$ cat config.mk
export PLATFORM = sky130hd
export DESIGN_NAME = cppd_queue
export DESIGN_NICKNAME = d
export VERILOG_FILES = /design/src/sv/cppd_pkg.sv /design/src/sv/cppd_queue.sv
export SDC_FILE = /design/constraint.sdc
export NUM_CORES = 1
export LEC_CHECK = 0
export BUFFER_PORTS_ARGS = -buffer_cell sky130_fd_sc_hd__buf_4
export CORE_MARGIN = 1
export CORE_UTILIZATION = 45
export CTS_BUF_LIST = sky130_fd_sc_hd__clkbuf_8
export CTS_CLUSTER_DIAMETER = 30
export CTS_CLUSTER_SIZE = 25
export DETAILED_ROUTE_END_ITERATION = 6
export GPL_ROUTABILITY_DRIVEN = 0
export PLACE_DENSITY = 0.74
export SETUP_SLACK_MARGIN = 0.4
export SYNTH_ARGS = -nofsm -noshare
export SYNTH_HDL_FRONTEND = slang
export SYNTH_SLANG_ARGS = --single-unit
$ cat constraint.sdc
create_clock -name clk -period 3.1 [get_ports clk]
set_input_delay 0.31 -clock clk [delete_from_list [all_inputs] [get_ports clk]]
set_output_delay 0.31 -clock clk [all_outputs]
set_load 0.03 [all_outputs]
$ cat src/sv/cppd_pkg.sv
// cppd_pkg: types, constants and fixed-point helpers for the projection unit.
// No dependencies; imported by every module of the block.
`timescale 1ns / 1ps
package cppd_pkg;

  localparam int DIV_LAT = 34;
  localparam int Q_DEPTH = 2;
  localparam int Q_PW = $clog2(Q_DEPTH);
  localparam int PV_LEN = 2 * DIV_LAT + 12;

  localparam logic [2:0] REG_FOCAL = 3'd0;
  localparam logic [2:0] REG_PP    = 3'd1;
  localparam logic [2:0] REG_K12   = 3'd2;
  localparam logic [2:0] REG_P12   = 3'd3;
  localparam logic [2:0] REG_K34   = 3'd4;
  localparam logic [2:0] REG_K56   = 3'd5;
  localparam logic [2:0] REG_MODE  = 3'd6;

  localparam logic [1:0] MODE_NONE   = 2'd0;
  localparam logic [1:0] MODE_RADIAL = 2'd1;

  localparam logic signed [31:0] Z_MIN_RAW = 32'sd3276;
  localparam logic signed [63:0] ONE_Q24 = 64'sd16777216;
  localparam logic signed [63:0] HALF_Q8 = 64'sd128;
  localparam logic signed [63:0] S32_MAX = 64'sd2147483647;
  localparam logic signed [63:0] S32_MIN = -64'sd2147483648;
  localparam logic signed [63:0] S16_MAX = 64'sd32767;
  localparam logic signed [63:0] S16_MIN = -64'sd32768;

  typedef struct packed {
    logic signed [31:0] point_x;
    logic signed [31:0] point_y;
    logic signed [31:0] point_z;
    logic               enable;
  } in_t;

  typedef struct packed {
    logic               valid_res;
    logic signed [31:0] pixel_u;
    logic signed [31:0] pixel_v;
    logic signed [15:0] anchor_col;
    logic signed [15:0] anchor_row;
    logic [30:0]        depth_out;
    logic               saturated;
  } out_t;

  typedef struct packed {
    in_t  item;
    logic ok;
  } qitem_t;

  typedef struct packed {
    logic [31:0]        fx;
    logic [31:0]        fy;
    logic signed [31:0] cx;
    logic signed [31:0] cy;
    logic signed [31:0] k1;
    logic signed [31:0] k2;
    logic signed [31:0] k3;
    logic signed [31:0] k4;
    logic signed [31:0] k5;
    logic signed [31:0] k6;
    logic signed [31:0] p1;
    logic signed [31:0] p2;
    logic [1:0]         mode;
  } cfg_t;

  typedef struct packed {
    logic               sat;
    logic signed [31:0] val;
  } q_t;

  typedef struct packed {
    logic               sat;
    logic signed [15:0] val;
  } a_t;

  typedef struct packed {
    logic               valid;
    logic [30:0]        z;
    logic signed [31:0] xn;
    logic signed [31:0] yn;
    logic               sb;
    logic               sr;
    logic               sf;
  } side_t;

  typedef struct packed {
    side_t              s;
    logic signed [31:0] nom;
    logic signed [31:0] t1;
    logic signed [31:0] t2;
    logic signed [31:0] ptx;
    logic signed [31:0] pty;
  } long_t;

  function automatic logic signed [63:0] sx(input logic signed [31:0] a);
    return {{32{a[31]}}, a};
  endfunction

  function automatic logic [31:0] mag(input logic signed [31:0] a);
    return a[31] ? 32'(-a) : a;
  endfunction

  function automatic q_t sat32(input logic signed [63:0] v);
    q_t r;
    if (v > S32_MAX) begin
      r.sat = 1'b1;
      r.val = 32'sh7fffffff;
    end else if (v < S32_MIN) begin
      r.sat = 1'b1;
      r.val = 32'sh80000000;
    end else begin
      r.sat = 1'b0;
      r.val = v[31:0];
    end
    return r;
  endfunction

  function automatic logic signed [63:0] mul(input logic signed [31:0] a,
                                             input logic signed [31:0] b);
    return sx(a) * sx(b);
  endfunction

  function automatic q_t mulfin(input logic signed [63:0] p);
    return sat32(p >>> 24);
  endfunction

  function automatic logic signed [64:0] mulu(input logic [31:0] f,
                                              input logic signed [31:0] d);
    logic signed [64:0] ef;
    logic signed [64:0] ed;
    ef = $signed({33'b0, f});
    ed = $signed({{33{d[31]}}, d});
    return ef * ed;
  endfunction

  function automatic q_t to_pixel(input logic signed [64:0] prod,
                                  input logic signed [31:0] c);
    logic signed [64:0] sh;
    sh = prod >>> 32;
    return sat32($signed(sh[63:0]) + (sx(c) >>> 8));
  endfunction

  function automatic a_t anchor(input logic signed [31:0] p);
    logic signed [63:0] a;
    logic signed [63:0] t;
    a_t r;
    a = sx(p) + HALF_Q8;
    t = (a < 0) ? ((a + 64'sd255) >>> 8) : (a >>> 8);
    if (t > S16_MAX) begin
      r.sat = 1'b1;
      r.val = 16'sh7fff;
    end else if (t < S16_MIN) begin
      r.sat = 1'b1;
      r.val = 16'sh8000;
    end else begin
      r.sat = 1'b0;
      r.val = t[15:0];
    end
    return r;
  endfunction

endpackage

$ cat src/sv/cppd_queue.sv
// cppd_queue: short FIFO between the front and the back.
// Depends on cppd_pkg.
`timescale 1ns / 1ps
module cppd_queue import cppd_pkg::*; (
  input  logic   clk,
  input  logic   rst,
  input  logic   push,
  input  qitem_t push_data,
  output logic   push_ready,
  output logic   pop_valid,
  output qitem_t pop_data,
  input  logic   pop
);

  qitem_t          entries [Q_DEPTH];
  logic [Q_PW-1:0] wr_ptr;
  logic [Q_PW-1:0] rd_ptr;
  logic [Q_PW:0]   count;
  logic            do_push;
  logic            do_pop;

  assign push_ready = (count != (Q_PW+1)'(Q_DEPTH));
  assign pop_valid = (count != '0);
  assign pop_data = entries[rd_ptr];
  assign do_push = push && push_ready;
  assign do_pop = pop && pop_valid;

  always_ff @(posedge clk) begin
    if (rst) begin
      wr_ptr <= '0;
      rd_ptr <= '0;
      count <= '0;
    end else begin
      if (do_push) begin
        wr_ptr <= (wr_ptr == Q_PW'(Q_DEPTH - 1)) ? '0 : wr_ptr + 1'b1;
      end
      if (do_pop) begin
        rd_ptr <= (rd_ptr == Q_PW'(Q_DEPTH - 1)) ? '0 : rd_ptr + 1'b1;
      end
      if (do_push && !do_pop) begin
        count <= count + 1'b1;
      end else if (do_pop && !do_push) begin
        count <= count - 1'b1;
      end
    end
  end

  always_ff @(posedge clk) begin
    if (do_push) begin
      entries[wr_ptr] <= push_data;
    end
  end

endmodule

==> results of run 1 <==
[tightest hold or removal path: stages]
cell,delay [ns]
sky130_fd_sc_hd__buf_4,0.10
sky130_fd_sc_hd__a21bo_2,0.12
sky130_fd_sc_hd__a21oi_1,0.05
[cell families (layout without fill, tap and decap cells)]
group | after synthesis | after routing | share of synthesized area
DFF | 201 | 201 | 0.812
muxes | 98 | 98 | 0.160
buffers and inverters | 12 | 374 | 0.0114
and+or+nand+nor | 9 | 9 | 0.00680
AOI/OAI and AO/OA | 5 | 5 | 0.00408
xor gates and xnor gates | 3 | 3 | 0.00357
adders and majority gates | 1 | 1 | 0.00170
[worst max path at each step]
stage	depth (start not counted)	endpoint	slack (ns)
floorplan	3	entries[0][0]	0.46
global placement	3	entries[1][81]	1.15
detailed placement	3	entries[1][1]	1.06
CTS	3	pop_data[51]	0.87
global route	3	pop_data[51]	0.81
finish	3	pop_data[51]	0.93
[area by class of cell]
cell class                      count  area [µm²]
Clock inverter                     27         236
Timing Repair Buffer              307        2600
Sequential cell                   201        5990
Inverter                            1        7.51
Multi-Input combinational cell    116        1310
Clock buffer                       39         537
Tap cell                          216         270
Fill cell                        1012        4990
[flip-flops by register name (all words and copies together) (netlist names), named ones only]
signal / count
entries: 196
count: 2
rd_ptr: 1
wr_ptr: 1
[cell usage in the layout (no fill, tap or decap), drive strengths merged]
master	n
nor2	3
nand2b	1
clkinv	13
clkinvlp	4
mux2	98
o21ai	2
xor2	3
or2	1
a21oi	2
clkbuf	39
bufinv	3
nand3b	1
inv	8
a21bo	1
ha	1
and2	1
dfxtp	5
edfxtp	196
or3	1
and3	1
buf	208
dlygate4sd3	99
[stage by stage]
stage | area, µm² | instances | util | worst slack (ns)
6_report | 10900 | 907 | 0.687 | 0.929
5_1_grt | 10900 | 907 | 0.687 | 0.808
4_1_cts | 10900 | 907 | 0.687 | 0.870
3_5_place_dp | 9180 | 742 | 0.576 | 1.06
3_3_place_gp | 9180 | 742 | 0.576 | 1.15
2_1_floorplan | 7370 | 329 | - | 0.457
[Yosys cell counts, types with 2 or more instances]
master,n
sky130_fd_sc_hd__edfxtp_1,196
sky130_fd_sc_hd__dfxtp_1,5
sky130_fd_sc_hd__buf_2,7
sky130_fd_sc_hd__a21oi_1,2
sky130_fd_sc_hd__mux2_4,20
sky130_fd_sc_hd__xor2_1,3
sky130_fd_sc_hd__mux2_2,78
sky130_fd_sc_hd__buf_6,4
sky130_fd_sc_hd__nor2_1,3
sky130_fd_sc_hd__o21ai_0,2
[report_power, final]
group	internal, µW	switching [µW]	leakage, µW
registers	3400	90.4	0.00187
logic	1230	1640	0.00191
clock network	1460	1140	0.000393
total	6090	2870	0.00417
[per-layer routing]
metal	vias up	GRT usage	wire (µm)
met2	173	0.336	8300
li1	1991	-	-
met5	-	0	0
met4	0	0.0643	229
met3	20	0.0586	1190
met1	2139	0.193	5810
==> run summary, run 1 <==
The run finished with clean final reports. During I/O placement, the number of pins put on the boundary was 202. The run gives 0.462 as the starting density of the core. The cell family contributing the most delay on the critical path is buffers and inverters. The total wire length after detailed routing is 15,500 µm, and the number of inserted diodes is 0.

STA classifies the critical path endpoint as an output pin. Dividing the detail-routed via count by the number of cells gives 4.77. The unique cell type count in the Yosys netlist is 19, and the final-layout worst hold slack is 0.118 ns. TritonCTS built the clock tree.

The critical path contains buffers and inverters numbering 2 combined. Dividing the detail-routed wire length by the instance count gives 17.1 µm. The cell type with the highest occurrence count on the critical path was sky130_fd_sc_hd__buf_4. Once detail routing completed, the nets flagged for antenna violations numbered 0. Row generation in the floorplan step produced 46 rows. The logs give 432 for the net count after synthesis and 0 for the DRC violation count after routing.

Clock tree synthesis inserted a total of 38 buffers. The worst slew margin relative to its limit came out at 0.502. Setup repair after global routing left no endpoint under its margin. The leakage power is 0.00417 µW. The global-route wire length before repair is 22,800 µm, and the proportion of synthesized flip-flops having asynchronous set or reset is 0.

The run gives 0 as the post-cts gate resize count. For the number of sinks on the clock net, the log shows 201. Data on the critical path is required at its endpoint by 2.79 ns. The mean instance size in the synthesized netlist is 22.4 µm². Worst hold path endpoint: wr_ptr. Register bit total from synthesis: 201. Adding up every negative setup slack in the final design gives 0 ns. The synthesized netlist occupies a cell area of 7370 µm².

The die outline height came out at 130 µm. Path type of the worst min-delay path: in2reg. Yosys attributes the largest share of cell area to sky130_fd_sc_hd__edfxtp_1 (80%), sky130_fd_sc_hd__mux2_2 (12%), sky130_fd_sc_hd__mux2_4 (4.1%). The detailed-router iteration count before antenna repair was 4; the cell depth of the worst hold path was 3. Traced cell by cell, the critical path runs through buf_4 -> mux2_2 -> buf_4.

The half-perimeter wire length after placement came out at 9260 µm. The startpoint identified for the worst hold timing path is push. The overall die width came out at 130 µm. The sequential share of the synthesized area was 0.813. The number of pins exceeding their max-slew limit in the final report is 0. The endpoint arrival time on the critical path was 1.86 ns; the total power draw was 8960 µW. Yosys mapped a number of flops with a built-in enable equal to 196.

The portion of the clock cycle consumed by the worst path in the final layout was 0.700; the cts-stage hold buffer count was 99. The slowest stage of the critical path belongs to the cell sky130_fd_sc_hd__buf_4. The proportion of layout cells with a drive suffix above 1 was 0.531.

STA classifies the critical path startpoint as a flop. The run gives 4,681 as the number of global-route vias before repair. The worst clock skew is 0.0214 ns, and the number of buffers added on ports is 201.

Of all nets on the critical path, the largest fanout is 36. Final hold violation count: 0. CTS placed an instance of sky130_fd_sc_hd__clkbuf_8 at the clock tree root.

The worst register-to-register path begins at count[0]. After floorplanning, the core was sized to cover 15,900 µm². The area enclosed by the die boundary is 16,900 µm², and the synthesis warning total is 0. Detailed routing inserted a total of 4,323 vias. After clock tree synthesis, the clock-pin slew on the worst setup and hold paths is 0.06 ns.

For the initial antenna violation count, the log shows 0. For this run, the slowest stage of the critical path takes 0.40 ns. For the worst flop-to-flop path, the logic depth is 3.

The tools report the end of the worst register-to-register path as entries[1][81]. The H-tree level count was 2; the share of Yosys cell area claimed by the top area cell type was 0.799. The signed area change from the synthesized netlist to the final layout was 48.6%. At the later pin of the worst-skew pair, clock insertion delay measures 0.51 ns. For the fmax, the log shows 461 MHz. In this run the deepest clock path goes through 3 buffers.

For the total of endpoints with negative setup slack in the final report, the log shows 0. The total power per unit cell area was 819 nW/µm². For this block, the initial DRC count from the detailed router was 170. Global routing finished with a remaining overflow of 0.

The worst path in the final design needs a cycle of 2.17 ns, including I/O delays and setup. The transition at the pin with the smallest max-transition slack is 0.747 ns. Number of buffers inserted by post-CTS setup repair: 0.

After technology mapping, the gate count stands at 329. For the maximum ir drop on the vdd rail, the log shows 0.522 mV. Worst setup path category: reg2out.

The logs give 0 for the max-cap violation count and 768 for the number of nets at the end of the flow. The tools report the global routing usage summed across all routing layers as 0.181. Top flip-flop cell by instance count after synthesis: sky130_fd_sc_hd__edfxtp_1.

The leading area contributor after synthesis was sky130_fd_sc_hd__edfxtp_1. The setup check on the worst reg-to-reg path leaves a slack of 1.07 ns. Entering global routing, the biggest net connects 63 pins.
Power figures use the tool's default switching activity.
==> inputs of run 2 (changes only) <==
ABC_AREA = 1   (was default)
PLACE_DENSITY = 0.71   (was 0.74)
clock period = 2.2 ns   (was 3.1 ns; I/O delays follow)
==> run summary, run 2 <==
The run finished with clean final reports. Clock-pin slew was measured on the worst setup and hold paths at 0.06 ns. The total power draw is 13,800 µW. The total wire length after detailed routing is 18,300 µm, and the net count after synthesis is 445. The global routing usage summed across all routing layers was 0.196; the core box area was 15,900 µm². The fraction of the core area covered by cells at the end of the flow is 0.748, and the total congestion overflow is 0. Averaged over all synthesized cells, the footprint is 21.6 µm². Before antenna repair, the detailed router went through 4 iterations. Power spread over the standard cell area amounts to 1160 nW/µm². Least setup slack across all paths after layout: 0.232 ns.

Ranked by flip-flop count, first place goes to entries. The signed area change from the synthesized netlist to the final layout came out at 61.6%. The number of global-route vias before repair is 4,794, and the unique cell type count in the Yosys netlist is 14. The worst setup path is captured at an output pin. The post-detailed-route count of antenna-violating nets is 0. In this run the cell area measured after placement is 9240 µm². The tools report the count of mapped cells out of synthesis as 342. Of all nets on the critical path, the largest fanout is 8. Most common library cell in the layout ignoring fill and taps: sky130_fd_sc_hd__edfxtp_1. The transition at the pin with the smallest max-transition slack came out at 0.307 ns.

In this run the cell area of the synthesized design comes to 7380 µm². Entering global routing, the biggest net connects 53 pins. From left edge to right edge, the die measures 130 µm. For this run, the number of standard cells in the final layout without fillers is 940. The switching share of power was 0.313.

The run gives 3 as the maximum number of buffers from clock root to sink. Number of pins exceeding their max-slew limit in the final report: 0. In the final layout, the registers with the most flip-flops are entries: 196 flops, count: 2 flops.

Static timing analysis puts the maximum clock frequency at 508 MHz. At the worst endpoint, the required time is 1.98 ns. The critical path goes through buf_12 -> clkbuf_16 -> mux2_4 -> buf_6. The routed design could run at a clock period as short as 1.97 ns. Leading area contributor after synthesis: sky130_fd_sc_hd__edfxtp_1.

For this block, the via count after detailed routing is 4,475. The tools report the combinational share of power as 0.351. TritonCTS built the clock tree. The flip-flop count of the largest register after layout was 196; the portion of the clock cycle consumed by the worst path in the final layout was 0.894. The floorplan has 46 rows.

The final hold violation count was 0. The commonest cells after synthesis are sky130_fd_sc_hd__edfxtp_1 (196), sky130_fd_sc_hd__mux2_2 (78), sky130_fd_sc_hd__mux2_4 (20), sky130_fd_sc_hd__nand2_1 (9), sky130_fd_sc_hd__inv_1 (8). The fraction of power consumed by sequential logic came out at 0.362. The worst hold path belongs to the class in2reg. The global-route wire length before repair is 24,700 µm, and the insertion delay of the later-clocked pin in the worst-skew pair is 0.52 ns. The library cells used most frequently in the layout, excluding fill and tap cells, are sky130_fd_sc_hd__edfxtp_1 (196), sky130_fd_sc_hd__buf_4 (126), sky130_fd_sc_hd__dlygate4sd3_1 (101), sky130_fd_sc_hd__buf_6 (75), sky130_fd_sc_hd__mux2_4 (73). The logs give 0.286 for the power share of the clock group and 0 for the DRC violation count after routing.

The longest individual stage delay on the worst path was 0.40 ns; the maximum ir drop on the vdd rail was 0.662 mV. Summed over all nets, the switching power comes to 4330 µW. The tools report the worst clock skew as 0.0193 ns. The number of clock buffers added by TritonCTS is 39. The number of enable-type register cells in the synthesized netlist came out at 196. By area the synthesized netlist is led by sky130_fd_sc_hd__edfxtp_1 (80%), sky130_fd_sc_hd__mux2_2 (12%), sky130_fd_sc_hd__mux2_4 (4.1%). The most common cell in the synthesized netlist is sky130_fd_sc_hd__edfxtp_1. The run gives 202 as the I/O pin count. The category of the worst setup path launch point is a flop.

The run gives 0.811 as the sequential share of the synthesized area. The die is 130 µm tall. The average vias per placed instance is 4.76, and the average wire length per cell after detail routing is 19.4 µm.

The register bit total from synthesis works out to 201. For the number of sinks on the clock net, the log shows 201. The logs give 1 for the initial antenna violation count and 9490 µW for the internal portion of total power. Half-perimeter wire length after placement: 9050 µm. The run gives 0.795 as the worst slew margin relative to its limit. The slowest stage of the critical path is the sky130_fd_sc_hd__dfxtp_4 cell. The net count of the finished layout is 796. The top flip-flop cell by instance count after synthesis is sky130_fd_sc_hd__edfxtp_1. In this run the static leakage power is 0.00471 µW. With fillers left out, the area of the finished cells amounts to 11,900 µm².

After filler insertion, the fill cell instance count of the layout stands at 884. The starting density of the core was 0.463; the number of cells in the design after placement was 754. The H-tree generated during clock tree synthesis spans 2 levels. Setup violations remaining at the end of the flow were counted as 0.

The tools report the number of violations reported at the end of detailed-routing iteration 0 as 183. Setup repair after global routing could not meet its margin everywhere. During placement, the flow inserted port buffers numbering 201. For this run, the number of Yosys warnings is 0. The die covers 16,900 µm². Max-cap violations in this run came to 0.

At the placement stage, the worst setup path has a slack of 0.738 ns. The proportion of synthesized flip-flops having asynchronous set or reset works out to 0. The critical path is of the reg2out type. Proportion of layout cells with a drive suffix above 1: 0.544.

CTS root buffer: sky130_fd_sc_hd__clkbuf_8. The endpoint arrival time on the critical path was 1.75 ns. The share of Yosys cell area claimed by the top area cell type came out at 0.797.
run 2: changes by cell type in the layout (fill, tap and decap cells not counted), sizes merged, moves of 3 or more:
cell    before  now
inv          8   11
buf        208  215
clkinv      13   17
clkbuf      39   47
nor2         3    7
xor2         3    0
nand2        0    9
run 2: area by class of cell:
cell class / count / area (µm²) / area share
Inverter: 8 / 30.0 / 0.00252
Sequential cell: 201 / 5990 / 0.502
Tap cell: 216 / 270 / 0.0227
Clock inverter: 29 / 277 / 0.0232
Multi-Input combinational cell: 122 / 1520 / 0.127
Timing Repair Buffer: 321 / 3270 / 0.274
Antenna cell: 1 / 2.50 / 0.000210
Clock buffer: 42 / 578 / 0.0484
run 2: worst paths after layout:
path	from	endpoint	slack, ns	cells after the start
worst max register to register	count[1]	rd_ptr	0.74	6
worst min register to register	rd_ptr	flop	0.51	2
worst max-delay path	flop	pop_data[22]	0.23	4
worst min-delay path	push	wr_ptr	0.15	4
run 2: critical path, delay by kind of cell, from the launching register on:
family	cells	cell delay (ns)
buffers and inverters	3	0.51
flip-flops	1	0.40
multiplexers	1	0.31
run 2: logic make-up after synthesis:
| kind of cell | count (synthesis) | synth area share |
|---|---|---|
| simple gates | 19 | 0.0103 |
| compound gates | 4 | 0.00271 |
| buf+inv | 19 | 0.0149 |
| mux | 98 | 0.160 |
| flops | 201 | 0.811 |
| fa+ha+maj | 1 | 0.00169 |
run 2: stage by stage:
step	hold WS, ns	setup TNS, ns
after floorplan	0.319	-49.32
after global placement	0.405	0
after detailed placement	0.408	0
after CTS	0.115	0
after global routing	0.197	0
final	0.154	0
run 2: power groups by stage:
stage	combinational (µW)	sequential (µW)	clock, µW
finish	4860	5010	3960
global route	5060	5050	4210
CTS	4240	4990	4010
detailed placement	3660	5060	0
global placement	3600	5030	0
floorplan	2400	5030	0
run 2: routing by layer:
| layer | global-route usage | wire length, µm |
|---|---|---|
| met1 | 0.220 | 7040 |
| met2 | 0.352 | 9630 |
| met3 | 0.0668 | 1370 |
| met4 | 0.0602 | 237 |
| met5 | 0 | 0 |
run 2: what timing repair did:
item	in CTS	in global routing
gates cloned	6	5
setup endpoints to repair	98	98
hold buffers	101	0
buffers inserted	2	0
pin swaps	0	0
resized for setup	30	106
hold endpoints to repair	199	0
