**src/sv/cppd_pkg.sv**
```systemverilog
// cppd_pkg: types, constants and fixed-point helpers for the projection unit.
// No dependencies; imported by every module of the block.
`timescale 1ns / 1ps
package cppd_pkg;

  localparam int DIV_LAT = 34;
  localparam int Q_DEPTH = 2;
  localparam int Q_PW = $clog2(Q_DEPTH);
  localparam int PV_LEN = 2 * DIV_LAT + 12;

  localparam logic [2:0] REG_FOCAL = 3'd0;
  localparam logic [2:0] REG_PP    = 3'd1;
  localparam logic [2:0] REG_K12   = 3'd2;
  localparam logic [2:0] REG_P12   = 3'd3;
  localparam logic [2:0] REG_K34   = 3'd4;
  localparam logic [2:0] REG_K56   = 3'd5;
  localparam logic [2:0] REG_MODE  = 3'd6;

  localparam logic [1:0] MODE_NONE   = 2'd0;
  localparam logic [1:0] MODE_RADIAL = 2'd1;

  localparam logic signed [31:0] Z_MIN_RAW = 32'sd3276;
  localparam logic signed [63:0] ONE_Q24 = 64'sd16777216;
  localparam logic signed [63:0] HALF_Q8 = 64'sd128;
  localparam logic signed [63:0] S32_MAX = 64'sd2147483647;
  localparam logic signed [63:0] S32_MIN = -64'sd2147483648;
  localparam logic signed [63:0] S16_MAX = 64'sd32767;
  localparam logic signed [63:0] S16_MIN = -64'sd32768;

  typedef struct packed {
    logic signed [31:0] point_x;
    logic signed [31:0] point_y;
    logic signed [31:0] point_z;
    logic               enable;
  } in_t;

  typedef struct packed {
    logic               valid_res;
    logic signed [31:0] pixel_u;
    logic signed [31:0] pixel_v;
    logic signed [15:0] anchor_col;
    logic signed [15:0] anchor_row;
    logic [30:0]        depth_out;
    logic               saturated;
  } out_t;

  typedef struct packed {
    in_t  item;
    logic ok;
  } qitem_t;

  typedef struct packed {
    logic [31:0]        fx;
    logic [31:0]        fy;
    logic signed [31:0] cx;
    logic signed [31:0] cy;
    logic signed [31:0] k1;
    logic signed [31:0] k2;
    logic signed [31:0] k3;
    logic signed [31:0] k4;
    logic signed [31:0] k5;
    logic signed [31:0] k6;
    logic signed [31:0] p1;
    logic signed [31:0] p2;
    logic [1:0]         mode;
  } cfg_t;

  typedef struct packed {
    logic               sat;
    logic signed [31:0] val;
  } q_t;

  typedef struct packed {
    logic               sat;
    logic signed [15:0] val;
  } a_t;

  typedef struct packed {
    logic               valid;
    logic [30:0]        z;
    logic signed [31:0] xn;
    logic signed [31:0] yn;
    logic               sb;
    logic               sr;
    logic               sf;
  } side_t;

  typedef struct packed {
    side_t              s;
    logic signed [31:0] nom;
    logic signed [31:0] t1;
    logic signed [31:0] t2;
    logic signed [31:0] ptx;
    logic signed [31:0] pty;
  } long_t;

  function automatic logic signed [63:0] sx(input logic signed [31:0] a);
    return {{32{a[31]}}, a};
  endfunction

  function automatic logic [31:0] mag(input logic signed [31:0] a);
    return a[31] ? 32'(-a) : a;
  endfunction

  function automatic q_t sat32(input logic signed [63:0] v);
    q_t r;
    if (v > S32_MAX) begin
      r.sat = 1'b1;
      r.val = 32'sh7fffffff;
    end else if (v < S32_MIN) begin
      r.sat = 1'b1;
      r.val = 32'sh80000000;
    end else begin
      r.sat = 1'b0;
      r.val = v[31:0];
    end
    return r;
  endfunction

  function automatic logic signed [63:0] mul(input logic signed [31:0] a,
                                             input logic signed [31:0] b);
    return sx(a) * sx(b);
  endfunction

  function automatic q_t mulfin(input logic signed [63:0] p);
    return sat32(p >>> 24);
  endfunction

  function automatic logic signed [64:0] mulu(input logic [31:0] f,
                                              input logic signed [31:0] d);
    logic signed [64:0] ef;
    logic signed [64:0] ed;
    ef = $signed({33'b0, f});
    ed = $signed({{33{d[31]}}, d});
    return ef * ed;
  endfunction

  function automatic q_t to_pixel(input logic signed [64:0] prod,
                                  input logic signed [31:0] c);
    logic signed [64:0] sh;
    sh = prod >>> 32;
    return sat32($signed(sh[63:0]) + (sx(c) >>> 8));
  endfunction

  function automatic a_t anchor(input logic signed [31:0] p);
    logic signed [63:0] a;
    logic signed [63:0] t;
    a_t r;
    a = sx(p) + HALF_Q8;
    t = (a < 0) ? ((a + 64'sd255) >>> 8) : (a >>> 8);
    if (t > S16_MAX) begin
      r.sat = 1'b1;
      r.val = 16'sh7fff;
    end else if (t < S16_MIN) begin
      r.sat = 1'b1;
      r.val = 16'sh8000;
    end else begin
      r.sat = 1'b0;
      r.val = t[15:0];
    end
    return r;
  endfunction

endpackage

```
**src/sv/cppd_front.sv**
```systemverilog
// cppd_front: takes commands, checks enable and depth, stages the beat for the queue.
// Depends on cppd_pkg.
`timescale 1ns / 1ps
module cppd_front import cppd_pkg::*; (
  input  logic   clk,
  input  logic   rst,
  input  logic   start,
  input  in_t    item,
  output logic   busy,
  output logic   push,
  output qitem_t push_data,
  input  logic   push_ready
);

  logic   fv;
  qitem_t fdata;
  logic   take;

  assign busy = fv && !push_ready;
  assign take = start && !busy;
  assign push = fv;
  assign push_data = fdata;

  always_ff @(posedge clk) begin
    if (rst) begin
      fv <= 1'b0;
    end else if (take) begin
      fv <= 1'b1;
    end else if (push_ready) begin
      fv <= 1'b0;
    end
  end

  always_ff @(posedge clk) begin
    if (take) begin
      fdata <= '{item: item, ok: item.enable && (item.point_z > Z_MIN_RAW)};
    end
  end

endmodule

```
**config.mk**
```make
export PLATFORM = sky130hd
export DESIGN_NAME = cppd_front
export DESIGN_NICKNAME = d
export VERILOG_FILES = /design/src/sv/cppd_pkg.sv /design/src/sv/cppd_front.sv
export SDC_FILE = /design/constraint.sdc
export NUM_CORES = 1
export LEC_CHECK = 0
export BUFFER_PORTS_ARGS = -buffer_cell sky130_fd_sc_hd__clkbuf_2
export CORE_AREA = 2 2 90 92
export CTS_CLUSTER_DIAMETER = 30
export DETAILED_ROUTE_END_ITERATION = 10
export DIE_AREA = 0 0 92 94
export GPL_TIMING_DRIVEN = 1
export HOLD_SLACK_MARGIN = 0.06
export PLACE_DENSITY_LB_ADDON = 0.08
export REMOVE_ABC_BUFFERS = 1
export SLEW_MARGIN = 10
export SYNTH_ARGS = -nofsm -noshare
export SYNTH_HDL_FRONTEND = slang
export SYNTH_SLANG_ARGS = --single-unit
```
**constraint.sdc**
```tcl
create_clock -name clk -period 5.9 [get_ports clk]
set_input_delay 0.295 -clock clk [delete_from_list [all_inputs] [get_ports clk]]
set_output_delay 0.295 -clock clk [all_outputs]
set_load 0.05 [all_outputs]
```
==> results.sh, run 1 <==
export IMPL_power_density_nw_per_um2=347
export IMPL_pwr_share_seq_pct=53.4
export IMPL_skew_ns=0.00714
export IMPL_antenna_left=0
export IMPL_met3_length_um=689
export IMPL_hold_path_class="input port to flip-flop"
export IMPL_die_w_um=92
export IMPL_combPwrFrac_pct=15.3
export IMPL_syn_to_final_growth_pct=45.4
export IMPL_fin_util_pct=59.0
export IMPL_grt_remaining_overflow=0
export IMPL_htreeDepth=3
export IMPL_power_frac_clock_pct=31.3
export IMPL_layout_commonest_cell="clkbuf_2"
export IMPL_firstDrtPassIters=4
export IMPL_setup_viol=0
export IMPL_slew_violations=0
export IMPL_fin_area_um2=4490
export IMPL_layout_common_cells="clkbuf_2 (200), edfxtp_1 (98), clkbuf_8 (9)"
export IMPL_clockBufferDepth=2
export IMPL_drive_above_1_share_pct=64.8
export IMPL_cp_cell_sequence="nor2b_1, nor2b_4, buf_4, buf_16"
export IMPL_top_layer="met4"
export IMPL_regToRegSetupSlack_ns=4.20
export IMPL_p_leak_uw=0.00195
export IMPL_crit_family="buffers and inverters"
export IMPL_cts_sinks=99
export IMPL_grt_setup_unrepaired="false"
export IMPL_grt_pass1_wl_mm=9.07
export IMPL_synth_top_area_share_pct=95.4
export IMPL_wirelength_mm=6.31
export IMPL_hold_buffers=0
export IMPL_grtUsageTotal_pct=14.3
export IMPL_whs_path_depth=2
export IMPL_max_clock_freq_mhz=587
export IMPL_p_int_uw=1150
export IMPL_core_area_um2=7610
export IMPL_antenna_found_initial=0
export IMPL_tritoncts="yes"
export IMPL_fin_nets=432
export IMPL_yosys_warnings=0
export IMPL_wl_met1_mm=2.22
export IMPL_drt_iter0_drc=49
export IMPL_synthTopCellsByArea="edfxtp_1 (95%), nor4_1 (0.81%), dfxtp_1 (0.65%), nor2_1 (0.49%), nor2b_1 (0.41%)"
export IMPL_status="finished, final reports clean"
export IMPL_synthesis_instances=118
export IMPL_ys_seq_area_share_pct=96.0
export IMPL_clk_pin_slew_worst_paths_ns=0.09
export IMPL_wl_met2_mm=3.31
export IMPL_numPortBuffers=200
export IMPL_antenna_cells=0
export IMPL_critPathBufInv=2
export IMPL_worstRegToRegCells=4
export IMPL_initial_core_util_pct=40.6
export IMPL_grt_pass1_vias=1834
export IMPL_crit_type="flip-flop to flip-flop"
export IMPL_power_switching_uw=404
export IMPL_die_area_um2=8650
export IMPL_whs_ns=0.0985
export IMPL_cpPeakStageDelay_ns=0.41
export IMPL_clk_latency_ns=0.34
export IMPL_row_count=32
export IMPL_switching_share_pct=26.0
export IMPL_min_from="rst"
export IMPL_routabilityCongestion=0.710
export IMPL_drv_cap=0
export IMPL_die_y_um=94
export IMPL_irDropWorstVdd_mv=0.170
export IMPL_setup_tns_ns=0
export IMPL_rr_startpoint="push"
export IMPL_cts_made_buffers=9
export IMPL_arrival_ns=1.72
export IMPL_cp_required_ns=5.91
export IMPL_ios=201
export IMPL_syn_avg_cell_area_um2=26.1
export IMPL_crit_fanout=61
export IMPL_cts_resized=0
export IMPL_slew_headroom_pct=68.4
export IMPL_r2r_end="push_data[53]"
export IMPL_start_kind="flip-flop"
export IMPL_whs_endpoint="push"
export IMPL_tightestPinTransition_ns=0.474
export IMPL_clock_root_buffer="clkbuf_8"
export IMPL_synth_largest_area_cell="edfxtp_1"
export IMPL_num_vias=1905
export IMPL_end_kind="flip-flop"
export IMPL_drc_errors=0
export IMPL_drt_wirelength_per_cell_um=14.4
export IMPL_postPlaceCellArea_um2=4230
export IMPL_synth_seq_cells=99
export IMPL_period_share_pct=28.9
export IMPL_post_cts_setup_buffers=0
export IMPL_hold_viol_final=0
export IMPL_multi_input_area_um2=126
export IMPL_synth_distinct_cells=14
export IMPL_grt_max_degree=99
export IMPL_ff_latch_area_um2=2960
export IMPL_nFillCells=622
export IMPL_crit_slowest_cell="buf_4"
export IMPL_vias_per_cell=4.36
export IMPL_netlist_area_um2=3090
export IMPL_dp_hpwl_mm=4.72
export IMPL_period_minus_slack_ns=1.70
routing by layer:
metal	up-vias	global-route usage, %
li1	908	-
met1	878	16.0
met2	111	24.4
met3	8	5.14
met4	0	7.09
met5	-	0
sequential cells by signal, summed over array words and instances, names as in the netlist:
signal / count
push: 1
push_data: 98
worst reg2reg max path: cells and delay by family (launching register included):
| kind | cells | cell delay (ns) |
|---|---|---|
| buffers and inverters | 2 | 0.74 |
| DFF | 1 | 0.31 |
| and+or+nand+nor | 2 | 0.26 |
logic make-up (layout without fill, tap and decap cells):
logic type             after synthesis  in the layout  synth area share, %
AND/OR/NAND/NOR                     14             14                 2.76
AO/OA/AOI/OAI                        4              4                 1.10
flip-flops                          99             99                 96.0
buffers and inverters                1            218                0.122
synthesized netlist by cell type:
master     number
o211ai_1        1
nor2b_1         2
a2111oi_0       1
nand2_1         1
inv_1           1
o311a_1         1
o21bai_1        1
nor4_1          4
nor2_1          4
dfxtp_1         1
edfxtp_1       98
or4_4           1
nand4bb_1       1
nand4_1         1
cell type report:
cell class	instances	area share (%)
repair buffers	202	23.1
flip-flops and latches	99	66.1
inverters	1	0.0837
multi-input cells	18	2.82
well taps	102	2.85
clock buffers	9	2.76
clock inverters	6	2.34
worst max path at each step:
stage,start,end,slack (ns),depth (start not counted)
2_1_floorplan,push,push_data[0],0.10,2
3_3_place_gp,push,push_data[62],4.02,3
3_5_place_dp,push,push_data[34],4.00,3
4_1_cts,push,push_data[20],4.00,3
5_1_grt,push,push_data[20],4.09,4
6_report,push,push_data[53],4.20,4
power by group through the flow:
| stage | Combinational, uW | Sequential, uW | Clock (uW) |
|---|---|---|---|
| after global routing | 248 | 835 | 522 |
| final | 237 | 830 | 487 |
| after detailed placement | 236 | 848 | 0 |
| after global placement | 235 | 847 | 0 |
| after CTS | 236 | 832 | 501 |
| after floorplan | 16.4 | 995 | 0 |
stage by stage:
stage          power, uW  std cells  setup WS [ns]
3_5_place_dp        1080        421           4.00
2_1_floorplan       1010        118          0.105
5_1_grt             1610        437           4.09
6_report            1550        437           4.20
3_3_place_gp        1080        421           4.02
4_1_cts             1570        436           4.00
Note: power is estimated with default switching activity, not from simulation.
==> run 2: changes to the inputs <==
--- a/config.mk
+++ b/config.mk
@@ -6,10 +6,10 @@
 export NUM_CORES = 1
 export LEC_CHECK = 0
 export BUFFER_PORTS_ARGS = -buffer_cell sky130_fd_sc_hd__clkbuf_2
-export CORE_AREA = 2 2 90 92
+export CORE_AREA = 2 2 95 97
 export CTS_CLUSTER_DIAMETER = 30
 export DETAILED_ROUTE_END_ITERATION = 10
-export DIE_AREA = 0 0 92 94
+export DIE_AREA = 0 0 97 99
 export GPL_TIMING_DRIVEN = 1
 export HOLD_SLACK_MARGIN = 0.06
 export PLACE_DENSITY_LB_ADDON = 0.08
==> constraint.sdc (replaced) <==
create_clock -name clk -period 1.4 [get_ports clk]
set_input_delay 0.07 -clock clk [delete_from_list [all_inputs] [get_ports clk]]
set_output_delay 0.07 -clock clk [all_outputs]
set_load 0.05 [all_outputs]
==> run 2 against run 1 <==
Against the previous run:
- die area grew 11%
- worst hold slack improved by 0.13 ns
- total power increased to 4.2 times the previous value
- non-clock buffer count is 101 higher
- clock power grew to 3.5 times the previous value
- setup slack lost 4.2 ns
- count of clock-buffer cells in the layout did not move
- core utilization rose by 5.9 points
- sequential power grew to 4.2 times the previous value
- critical endpoint is now push_data[0]
==> results.sh, run 2 (synthesis gave the netlist of run 1 again) <==
export IMPL_antenna_cells=0
export IMPL_core_area_um2=8550
export IMPL_power_density_nw_per_um2=1170
export IMPL_grtUsageTotal_pct=16.7
export IMPL_syn_to_final_growth_pct=79.8
export IMPL_max_clock_freq_mhz=733
export IMPL_initial_core_util_pct=36.1
export IMPL_dpl_worst_slack_ns=-0.0609
export IMPL_slew_violations=0
export IMPL_post_cts_setup_buffers=0
export IMPL_layout_common_cells="clkbuf_2 (196), dlygate4sd3_1 (99), edfxtp_1 (98)"
export IMPL_hold_path_class="input port to flip-flop"
export IMPL_drt_wirelength_per_cell_um=14.7
export IMPL_tightestPinTransition_ns=0.379
export IMPL_die_area_um2=9600
export IMPL_largest_register_ffs=98
export IMPL_wirelength_mm=7.99
export IMPL_grt_pass1_wl_mm=12.2
export IMPL_irDropWorstVdd_mv=0.503
export IMPL_crit_type="input port to flip-flop"
export IMPL_setup_slack_ns=0.0364
export IMPL_clock_root_buffer="clkbuf_8"
export IMPL_vias_per_cell=4.28
export IMPL_drv_cap=0
export IMPL_layout_commonest_cell="clkbuf_2"
export IMPL_arrival_ns=1.46
export IMPL_hold_viol_final=0
export IMPL_antenna_left=0
export IMPL_num_vias=2329
export IMPL_cts_made_buffers=9
export IMPL_clk_pin_slew_worst_paths_ns=0.08
export IMPL_start_kind="input port"
export IMPL_slew_headroom_pct=74.7
export IMPL_htreeDepth=3
export IMPL_antenna_found_initial=0
export IMPL_fin_nets=533
export IMPL_setup_tns_ns=0
export IMPL_tritoncts="yes"
export IMPL_grt_max_degree=22
export IMPL_ios=201
export IMPL_crit_fanout=2
export IMPL_numPortBuffers=200
export IMPL_setup_viol=0
export IMPL_die_w_um=97
export IMPL_grt_pass1_vias=2436
export IMPL_die_y_um=99
export IMPL_drive_above_1_share_pct=51.4
export IMPL_period_minus_slack_ns=1.36
export IMPL_routabilityCongestion=0.723
export IMPL_dp_hpwl_mm=5.37
export IMPL_firstDrtPassIters=4
export IMPL_grt_remaining_overflow=0
export IMPL_fin_total_pwr_uw=6480
export IMPL_clockBufferDepth=2
export IMPL_p_leak_uw=0.00238
export IMPL_drt_iter0_drc=34
export IMPL_nFillCells=644
export IMPL_end_kind="flip-flop"
export IMPL_clk_latency_ns=0.35
export IMPL_drc_errors=0
export IMPL_cts_sinks=99
export IMPL_row_count=34
export IMPL_status="finished, final reports clean"
export IMPL_cp_required_ns=1.50
export IMPL_skew_ns=0.00642
export IMPL_period_share_pct=97.4
[run 2: changes by cell type in the layout (fill, tap and decap cells not counted), moves of 2 or more]
cell,previous run,this run
dlygate4sd3_1,0,99
nor4_1,4,0
bufinv_16,3,1
buf_12,0,5
nor4_2,0,3
clkbuf_2,200,196
[run 2: metal layers]
layer / track usage (%) / part of all wire (%) / routed length (um) / vias to the layer above
li1: - / - / - / 1110
met1: 18.1 / 36 / 2880 / 1081
met2: 29.8 / 54 / 4340 / 128
met3: 5.67 / 8.2 / 657 / 10
met4: 7.58 / 1.5 / 117 / 0
met5: 0 / 0 / 0 / -
[run 2: final timing paths]
check	endpoint	from	slack, ns	cells past startpoint
max	push_data[0]	item[29]	0.04	5
min	push_data[0]	item[28]	0.23	4
max reg2reg	push_data[27]	push	0.15	4
min reg2reg	push_data[6]	push	0.92	3
[run 2: area by class of cell]
class | count | area [um2] | share of cell area [%]
timing repair buffer | 303 | 2090 | 37.8
inverter | 1 | 3.75 | 0.0677
multi-input combinational | 18 | 169 | 3.05
sequential | 99 | 2960 | 53.4
tap | 108 | 135 | 2.44
clock buffer | 9 | 124 | 2.23
clock inverter | 6 | 57.6 | 1.04
[run 2: worst max-delay path, stage by stage]
cell and delay, ns:
dlygate4sd3_1 0.53, clkbuf_2 0.12, nor4_2 0.23, nand4_1 0.14
o311a_1 0.37
[run 2: per-stage QoR]
| stage | instance area [um2] | instances | util [%] | hold slack, ns |
|---|---|---|---|---|
| 4_1_cts | 5520 | 547 | 64.5 | 0.191 |
| 2_1_floorplan | 3090 | 118 | - | 0.142 |
| 6_report | 5550 | 544 | 64.9 | 0.227 |
| 3_3_place_gp | 4340 | 433 | 50.8 | 0.229 |
| 5_1_grt | 5550 | 544 | 64.9 | 0.243 |
| 3_5_place_dp | 4340 | 433 | 50.8 | 0.233 |
[run 2: repair_timing]
item                                    CTS  global route
hold endpoints to repair                 99             0
endpoints found under the setup margin    1             3
resized for setup                         1             8
pin swaps                                 0             4
hold buffers                             99             0
[run 2: report_power, final]
group	switching, uW	internal, uW
Clock	893	801
Combinational	846	434
Sequential	43.1	3460
==> run 3: changes to the inputs <==
--- a/config.mk
+++ b/config.mk
@@ -13,7 +13,6 @@
 export GPL_TIMING_DRIVEN = 1
 export HOLD_SLACK_MARGIN = 0.06
 export PLACE_DENSITY_LB_ADDON = 0.08
-export REMOVE_ABC_BUFFERS = 1
 export SLEW_MARGIN = 10
 export SYNTH_ARGS = -nofsm -noshare
 export SYNTH_HDL_FRONTEND = slang
==> run 3 against run 2 <==
Against the previous run:
- the run now ends with setup timing left
- design area is 0.45% lower
- total power is 3.5% higher
- flip-flop and latch count stayed put
- register-to-register slack worse by 0.02 ns
- clock power is 15% higher
- critical path depth stayed put
- first-iteration DRC count is 74% higher
- count of clock-buffer cells in the layout stayed put
- sequential power hardly changed
- critical path type unchanged
- largest cell class unchanged
==> results.sh, run 3 (synthesis gave the netlist of run 1 again) <==
export IMPL_wirelength_mm=7.87
export IMPL_arrival_ns=1.52
export IMPL_hold_path_class="input port to flip-flop"
export IMPL_ios=201
export IMPL_slew_violations=0
export IMPL_grtUsageTotal_pct=16.3
export IMPL_clockBufferDepth=2
export IMPL_cp_cell_sequence="dlygate4sd3_1, clkbuf_2, nor4_2, nand4_1, o311a_1"
export IMPL_tightestPinTransition_ns=0.400
export IMPL_die_area_um2=9600
export IMPL_die_w_um=97
export IMPL_htreeDepth=3
export IMPL_irDropWorstVdd_mv=0.581
export IMPL_drc_errors=0
export IMPL_clk_latency_ns=0.35
export IMPL_grt_remaining_overflow=0
export IMPL_slew_headroom_pct=73.3
export IMPL_start_kind="input port"
export IMPL_cp_depth=5
export IMPL_fin_area_um2=5520
export IMPL_dpl_worst_slack_ns=-0.0608
export IMPL_cpPeakStageDelay_ns=0.55
export IMPL_layout_commonest_cell="clkbuf_2"
export IMPL_postPlaceCellArea_um2=4290
export IMPL_crit_fanout=2
export IMPL_syn_to_final_growth_pct=79.0
export IMPL_antenna_left=0
export IMPL_post_cts_setup_buffers=0
export IMPL_max_clock_freq_mhz=709
export IMPL_period_minus_slack_ns=1.41
export IMPL_skew_ns=0.00663
export IMPL_numPortBuffers=200
export IMPL_antenna_found_initial=0
export IMPL_fin_util_pct=64.6
export IMPL_cp_required_ns=1.51
export IMPL_firstDrtPassIters=5
export IMPL_grt_setup_unrepaired="false"
export IMPL_wl_met2_mm=3.92
export IMPL_placed_cells=429
export IMPL_cts_sinks=99
export IMPL_clk_pin_slew_worst_paths_ns=0.09
export IMPL_regToRegSetupSlack_ns=0.13
export IMPL_synth_fp_nets=219
export IMPL_worstRegToRegCells=3
export IMPL_fin_total_pwr_uw=6700
export IMPL_critPathCapture="push_data[0]"
export IMPL_clock_root_buffer="clkbuf_8"
export IMPL_rr_startpoint="push"
export IMPL_tritoncts="yes"
export IMPL_crit_slowest_cell="dlygate4sd3_1"
export IMPL_wl_met1_mm=2.98
export IMPL_crit_family="buffers and inverters"
export IMPL_drive_above_1_share_pct=51.8
export IMPL_setup_slack_ns=-0.00999
export IMPL_violations="setup timing"
export IMPL_finalNonFillerCells=544
export IMPL_grt_pass1_vias=2440
export IMPL_initial_core_util_pct=36.1
export IMPL_grt_max_degree=49
export IMPL_p_leak_uw=0.00237
export IMPL_grt_pass1_wl_mm=12.0
export IMPL_vias_per_cell=4.31
export IMPL_die_y_um=99
export IMPL_r2r_end="push_data[4]"
export IMPL_row_count=34
export IMPL_top_layer="met4"
export IMPL_critPathBufInv=2
export IMPL_core_area_um2=8550
export IMPL_num_vias=2344
export IMPL_drt_wirelength_per_cell_um=14.5
export IMPL_status="finished, violations left"
export IMPL_fin_nets=532
export IMPL_end_kind="flip-flop"
export IMPL_startpoint="item[22]"
export IMPL_period_share_pct=101
export IMPL_routabilityCongestion=0.742
export IMPL_nFillCells=610
export IMPL_layout_common_cells="clkbuf_2 (200), dlygate4sd3_1 (99), edfxtp_1 (98)"
export IMPL_power_density_nw_per_um2=1210
export IMPL_dp_hpwl_mm=5.26
export IMPL_setup_viol=1
export IMPL_cts_made_buffers=9
export IMPL_met3_length_um=806
export IMPL_drt_iter0_drc=59
export IMPL_crit_type="input port to flip-flop"
export IMPL_largest_register_ffs=98
export IMPL_drv_cap=0
export IMPL_antenna_cells=0
export IMPL_hold_viol_final=0
export IMPL_whs_path_depth=3
==> run 3: changes by cell type in the layout (fill, tap and decap cells not counted), sizes merged <==
cell / change
buf: -4
bufinv: +1
clkbuf: +3
==> run 3: cell type report <==
type	count	area [um2]	share of cell area, %
tap	108	135	2.45
clock buffer	9	124	2.24
timing repair buffer	302	2040	36.9
clock inverter	7	92.6	1.68
inverter	1	3.75	0.0680
multi-input combinational	18	160	2.90
sequential	99	2970	53.7
==> run 3: worst min path at each step <==
stage | start | endpoint | slack, ns
3_3_place_gp | rst | push | 0.22
2_1_floorplan | rst | push | 0.13
5_1_grt | item[32] | push_data[0] | 0.11
4_1_cts | item[32] | push_data[0] | 0.08
3_5_place_dp | rst | push | 0.23
6_report | item[32] | push_data[0] | 0.13
==> run 3: routing by layer <==
metal / vias up / global-route usage (%)
li1: 1109 / -
met1: 1094 / 18.4
met2: 128 / 27.0
met3: 13 / 7.16
met4: 0 / 7.15
met5: - / 0
==> run 3: where the power goes <==
part	switching, uW	internal (uW)
clock	953	1000
sequential	44.4	3460
combinational	835	411
==> run 3: per-stage QoR <==
stage / hold WS (ns) / TNS, ns
final: 0.126 / -0.00999
after global routing: 0.114 / 0
after CTS: 0.0831 / 0
after detailed placement: 0.231 / -0.0608
after global placement: 0.224 / -0.0417
after floorplan: 0.133 / -107.05
==> run 3: timing repair <==
action                                  CTS  global route
endpoints found under the setup margin    0             1
hold buffers                             99             0
hold endpoints to repair                 99             0
resized for setup                         0             5
==> run 3: worst min-delay path: cells and delay by family <==
family | cells | cell delay (ns)
compound gates | 1 | 0.09
buf+inv | 2 | 0.16
